===== src/sv/sorted_record_insert_core_macros.svh =====
// Assertion macros shared by the sorted record insert core.
// Each macro samples on the rising edge of clock; used by sric_datapath.sv.
`ifndef SORTED_RECORD_INSERT_CORE_MACROS_SVH
`define SORTED_RECORD_INSERT_CORE_MACROS_SVH

// Checked only while reset is low.
`define SRIC_ASSERT(label, prop, msg) \
   label: assert property (@(posedge clock) disable iff (reset) prop) \
      else $error(msg);

// Checked at every edge, reset included.
`define SRIC_ASSERT_ALWAYS(label, prop, msg) \
   label: assert property (@(posedge clock) prop) \
      else $error(msg);

`endif


===== src/sv/sric_pkg.sv =====
// Shared types, constants and the title key function of the sorted record insert core.
// Used by sric_ctrl, sric_datapath and sorted_record_insert_core; depends on nothing.
package sric_pkg;

   localparam int TABLE_DEPTH = 256;
   localparam int IDX_W       = $clog2(TABLE_DEPTH);
   localparam int CNT_W       = $clog2(TABLE_DEPTH + 1);

   localparam int TITLE_BYTES = 31;
   localparam int TITLE_W     = 8 * TITLE_BYTES;
   localparam int ID_W        = 16;
   localparam int YEAR_W      = 16;
   localparam int RIDX_W      = 8;
   localparam int POS_W       = 8;
   localparam int COUNT_W     = 9;
   localparam int STATUS_W    = 2;
   localparam int RCMP_W      = (CNT_W > RIDX_W) ? CNT_W : RIDX_W;

   localparam int REQ_DATA_W  = 272;
   localparam int RSP_USED_W  = POS_W + ID_W + YEAR_W + TITLE_W + COUNT_W;
   localparam int RSP_DATA_W  = ((RSP_USED_W + 7) / 8) * 8;
   localparam int RSP_PAD_W   = RSP_DATA_W - RSP_USED_W;

   typedef enum logic [0:0] {
      CMD_INSERT = 1'b0,
      CMD_READ   = 1'b1
   } cmd_type;

   typedef enum logic [STATUS_W-1:0] {
      STATUS_INSERTED  = 2'd0,
      STATUS_FULL      = 2'd1,
      STATUS_READ      = 2'd2,
      STATUS_BAD_INDEX = 2'd3
   } status_type;

   typedef enum logic [1:0] {
      RD_SEL_SCAN,
      RD_SEL_SHIFT,
      RD_SEL_INDEX
   } rd_sel_type;

   typedef struct packed {
      logic [ID_W-1:0]    id;
      logic [YEAR_W-1:0]  year;
      logic [TITLE_W-1:0] title;
   } record_type;

   typedef struct packed {
      logic       capture;
      logic       prep;
      logic       scan_start;
      logic       scan_next;
      logic       mem_rd;
      rd_sel_type rd_sel;
      logic       mask_entry;
      logic       found;
      logic       pos_end;
      logic       shift_wr;
      logic       write_new;
      logic       load_rsp;
      status_type rsp_status;
   } dp_cmd_type;

   typedef struct packed {
      logic is_read;
      logic ridx_ok;
      logic full;
      logic empty;
      logic greater;
      logic scan_last;
      logic shift_last;
      logic out_free;
   } dp_status_type;

   // Zeroes every byte after the first NUL, so that a plain unsigned compare of
   // two keys gives the byte-wise string order.
   function automatic logic [TITLE_W-1:0] title_key(input logic [TITLE_W-1:0] title);
      logic [TITLE_BYTES-1:0] zero;
      logic [TITLE_W-1:0]     key;
      for (int i = 0; i < TITLE_BYTES; i++) begin
         zero[i] = (title[TITLE_W-1-8*i -: 8] == 8'd0);
      end
      for (int i = 0; i < TITLE_BYTES; i++) begin
         if ((zero & ((TITLE_BYTES'(1) << i) - TITLE_BYTES'(1))) == '0) begin
            key[TITLE_W-1-8*i -: 8] = title[TITLE_W-1-8*i -: 8];
         end else begin
            key[TITLE_W-1-8*i -: 8] = 8'd0;
         end
      end
      return key;
   endfunction

endpackage


===== src/sv/sric_ctrl.sv =====
// Controller state machine of the sorted record insert core.
// Drives the datapath through sric_pkg::dp_cmd_type; depends on sric_pkg.
module sric_ctrl (
   input  logic                    clock,
   input  logic                    reset,
   input  logic                    req_tvalid,
   output logic                    req_tready,
   input  sric_pkg::dp_status_type status,
   output sric_pkg::dp_cmd_type    cmd
);
   import sric_pkg::*;

   typedef enum logic [3:0] {
      S_IDLE,
      S_DECODE,
      S_SCAN_RD,
      S_SCAN_MASK,
      S_SCAN_CMP,
      S_SHIFT_RD,
      S_SHIFT_WR,
      S_WRITE_NEW,
      S_READ_RD,
      S_RESPOND
   } state_type;

   state_type  state_ff, state_in;
   status_type rsp_status_ff, rsp_status_in;

   assign req_tready = (state_ff == S_IDLE);

   always_comb begin
      state_in       = state_ff;
      rsp_status_in  = rsp_status_ff;
      cmd            = '0;
      cmd.rd_sel     = RD_SEL_SCAN;
      cmd.rsp_status = rsp_status_ff;
      unique case (state_ff)
         S_IDLE: begin
            if (req_tvalid) begin
               cmd.capture = 1'b1;
               state_in    = S_DECODE;
            end
         end
         S_DECODE: begin
            cmd.prep = 1'b1;
            if (status.is_read) begin
               if (status.ridx_ok) begin
                  rsp_status_in = STATUS_READ;
                  state_in      = S_READ_RD;
               end else begin
                  rsp_status_in = STATUS_BAD_INDEX;
                  state_in      = S_RESPOND;
               end
            end else if (status.full) begin
               rsp_status_in = STATUS_FULL;
               state_in      = S_RESPOND;
            end else if (status.empty) begin
               cmd.pos_end = 1'b1;
               state_in    = S_WRITE_NEW;
            end else begin
               cmd.scan_start = 1'b1;
               state_in       = S_SCAN_RD;
            end
         end
         S_SCAN_RD: begin
            cmd.mem_rd = 1'b1;
            cmd.rd_sel = RD_SEL_SCAN;
            state_in   = S_SCAN_MASK;
         end
         S_SCAN_MASK: begin
            cmd.mask_entry = 1'b1;
            state_in       = S_SCAN_CMP;
         end
         S_SCAN_CMP: begin
            // The first entry that sorts after the new record marks its slot.
            if (status.greater) begin
               cmd.found = 1'b1;
               state_in  = S_SHIFT_RD;
            end else if (status.scan_last) begin
               cmd.pos_end = 1'b1;
               state_in    = S_WRITE_NEW;
            end else begin
               cmd.scan_next = 1'b1;
               state_in      = S_SCAN_RD;
            end
         end
         S_SHIFT_RD: begin
            cmd.mem_rd = 1'b1;
            cmd.rd_sel = RD_SEL_SHIFT;
            state_in   = S_SHIFT_WR;
         end
         S_SHIFT_WR: begin
            cmd.shift_wr = 1'b1;
            state_in     = status.shift_last ? S_WRITE_NEW : S_SHIFT_RD;
         end
         S_WRITE_NEW: begin
            cmd.write_new = 1'b1;
            rsp_status_in = STATUS_INSERTED;
            state_in      = S_RESPOND;
         end
         S_READ_RD: begin
            cmd.mem_rd = 1'b1;
            cmd.rd_sel = RD_SEL_INDEX;
            state_in   = S_RESPOND;
         end
         S_RESPOND: begin
            if (status.out_free) begin
               cmd.load_rsp = 1'b1;
               state_in     = S_IDLE;
            end
         end
         default: begin
            state_in = S_IDLE;
         end
      endcase
   end

   always_ff @(posedge clock) begin
      if (reset) begin
         state_ff <= S_IDLE;
      end else begin
         state_ff <= state_in;
      end
      rsp_status_ff <= rsp_status_in;
   end

endmodule


===== config.mk =====
export PLATFORM = sky130hd
export DESIGN_NAME = sric_ctrl
export DESIGN_NICKNAME = d
export VERILOG_FILES = /design/src/sv/sorted_record_insert_core_macros.svh /design/src/sv/sric_pkg.sv /design/src/sv/sric_ctrl.sv
export SDC_FILE = /design/constraint.sdc
export NUM_CORES = 1
export LEC_CHECK = 0
export BUFFER_PORTS_ARGS = -buffer_cell sky130_fd_sc_hd__buf_2
export CORE_ASPECT_RATIO = 0.8
export CORE_UTILIZATION = 30
export DETAILED_ROUTE_END_ITERATION = 8
export GPL_ROUTABILITY_DRIVEN = 0
export SETUP_SLACK_MARGIN = 0.1
export SLEW_MARGIN = 40
export SYNTH_ARGS = -nofsm -noshare
export SYNTH_HDL_FRONTEND = slang
export SYNTH_SLANG_ARGS = --single-unit

===== constraint.sdc =====
create_clock -name clock -period 1.7 [get_ports clock]
set_clock_uncertainty 0.2 [all_clocks]
set_input_delay 0.425 -clock clock [delete_from_list [all_inputs] [get_ports clock]]
set_output_delay 0.425 -clock clock [all_outputs]
set_load 0.01 [all_outputs]

==> flow_summary.ini <==
[global_routing]
grt_most_used_layer = met2
grt_pass1_vias = 631
grt_first_pass_wirelength_um = 2780
grtUsageMet1 = 0.272
track_usage = 0.234
grt_overflow = 0
grtUsageMet2 = 0.360
grt_max_degree = 8
antenna_found_initial = 0
grt_use_met3 = 0.0708

[placement]
dpl.hpwl_um = 1240
io_buffer_count = 26
place_inst = 127
pre_cts_slack_ns = -0.135

[cts]
worstSkewPairLatency_ns = 0.28
clock-sinks = 6
holdBufCountCts = 0
htreeDepth = 1
path_clk_slew_ns = 0.04
cts_tree = done
cts.root.buffer_cell = clkbuf_4
cts_made_buffers = 3
clk_path_buf_depth = 2

[synthesis]
synth_async_sr_flop_share = 0
synth_enable_flop_cells = 2
synthCells = 65
synthesis.nets = 76
ys_warn_count = 0
yosys.cell_count.top_type = nor2_1
ys.flop_type = dfxtp_1
avgSynthCellArea_um2 = 7.66
synth_area_leaders = dfxtp_1 (16%), edfxtp_1 (12%), nor2_1 (9.8%)
ys_top_cells_by_count = nor2_1 (13), nand2_1 (6), a21oi_1 (4), dfxtp_1 (4), inv_1 (4)
synth-seq-cells = 6
mappedNetlistArea_um2 = 498
yosysTopAreaCell = dfxtp_1
synth_top_area_frac = 0.161
yosysUniqueCellTypes = 33
seq_area_frac_synth = 0.281

[setup_path]
worst_setup_path_end_kind = primary output
path_max_fanout = 4
path_class = register to primary output
ff2ff_setup_slack_ns = -0.08
cp-start-kind = register
r2r_start = state_ff[3]
r2r_cells = 6
worstReg2RegEnd = state_ff[0]
arrival_ns = 1.42
critPathRequiredTime_ns = 1.07

[floorplanning]
num_rows = 12
start_util = 0.338
die_x_um = 47.6
die_h_um = 38.4
core_mm2 = 0.00147
pin_count = 27
die-area_mm2 = 0.00183

[layout]
seq_area_um2 = 153
num-fill-cells = 127
multi_input_area_um2 = 414
finish.net_count = 131
final_cells = 140
areaGrowthSynthToFinish_pct = 108
drive_gt1_frac = 0.697
n_antenna_cell = 0

[timing]
rsz0062_at_grt = true
period_share = 1.20
hold_viol = 0
setup-violations-final = 15
tightestPinTransition_ns = 0.379
slew_headroom = 0.743
max_freq_ghz = 0.489
post-route-min-period_ns = 2.05
drv_slew = 0
setup_ws_ns = -0.346

[detailed_routing]
dr.first_iter.drc_count = 12
ant_nets = 0
drt_pre_antenna_iters = 4
wl_per_cell_um = 14.3
drcViolationCount = 0
vias_per_cell = 5.01
vias = 701
wl_um = 2010

[job]
drv_cap = 0

[worst_hold_path]
hold_start = reset
holdCritPathClass = input port to register
min_to = state_ff[2]
worstHoldPathCells = 2

[power_and_ir_drop]
p_leak_uw = 0.000497
power_per_cell_area_mw_per_mm2 = 775
ir_drop_mv = 0.413
power_uw = 801

[status]
violations = setup timing
status = finished with violations
how the worst max path moves through the flow:
stage | from | to | slack, ns | cells after the start
after global placement | state_ff[2] | cmd[5] | -0.12 | 5
after detailed placement | state_ff[2] | cmd[5] | -0.14 | 5
after global routing | state_ff[2] | cmd[5] | -0.40 | 5
after CTS | state_ff[3] | cmd[5] | -0.35 | 4
final | state_ff[2] | cmd[5] | -0.35 | 5
after floorplan | state_ff[2] | cmd[5] | -0.06 | 5
worst max-delay path, cell delays in order (launching register included):
cell and delay (ns):
dfxtp_4 0.37, inv_2 0.04, or3_4 0.40, nor2_2 0.09, a32o_2 0.17, buf_6 0.10
metal layers:
metal / up-vias / wire (um) / part of all wire
met5: - / 0 / 0
met3: 5 / 103 / 0.051
met4: 0 / 34 / 0.017
met1: 320 / 897 / 0.45
met2: 31 / 972 / 0.48
li1: 345 / - / -
through the flow:
step           hold WS (ns)  cell area [um2]  utilization  setup TNS (ns)
2_1_floorplan         0.290              537            -          -0.141
3_3_place_gp          0.428              817        0.555          -0.291
3_5_place_dp          0.427              817        0.555          -0.414
4_1_cts               0.164              930        0.632           -3.37
5_1_grt               0.164             1030        0.702           -4.60
6_report              0.174             1030        0.702           -3.53
state kept, by name (all words and copies together), names as in the netlist:
register and count:
state_ff 4, rsp_status_ff 2
power by group:
group | internal [uW] | switching, uW | leakage (uW) | total (uW)
combinational | 239 | 205 | 0.000428 | 444
clock | 90.1 | 73.7 | 0.0000150 | 164
sequential | 169 | 23.7 | 0.0000533 | 193
total | 498 | 303 | 0.000497 | 801
cell families (layout without fill, tap and decap cells):
logic type | after synthesis | count (layout) | synth area share
AND/OR/NAND/NOR | 31 | 31 | 0.322
AO/OA/AOI/OAI | 19 | 19 | 0.286
buffers and inverters | 8 | 62 | 0.0929
flip-flops | 6 | 6 | 0.281
XOR/XNOR | 1 | 1 | 0.0176
timing repair:
action | 4_1_cts | 5_1_grt
resized for setup | 15 | 18
buffers inserted | 5 | 5
pin swaps | 7 | 16
setup endpoints to repair | 17 | 20
cell usage in the layout, fill, tap and decap left out, types with 3 or more instances in the layout:
| cell | Yosys | final |
|---|---|---|
| nand2_1 | 6 | 6 |
| buf_2 | 1 | 24 |
| a21oi_1 | 4 | 4 |
| dfxtp_4 | 0 | 3 |
| clkbuf_4 | 0 | 3 |
| nor2_2 | 0 | 4 |
| buf_6 | 2 | 11 |
| nor2_1 | 13 | 7 |
| buf_4 | 0 | 18 |
final cells by class:
| type | count | share of cell area |
|---|---|---|
| Clock buffer | 4 | 0.0254 |
| Inverter | 4 | 0.0145 |
| Multi-Input combinational cell | 51 | 0.401 |
| Sequential cell | 6 | 0.148 |
| Tap cell | 21 | 0.0254 |
| Timing Repair Buffer | 54 | 0.386 |
Note: power is estimated with default switching activity, not from simulation.
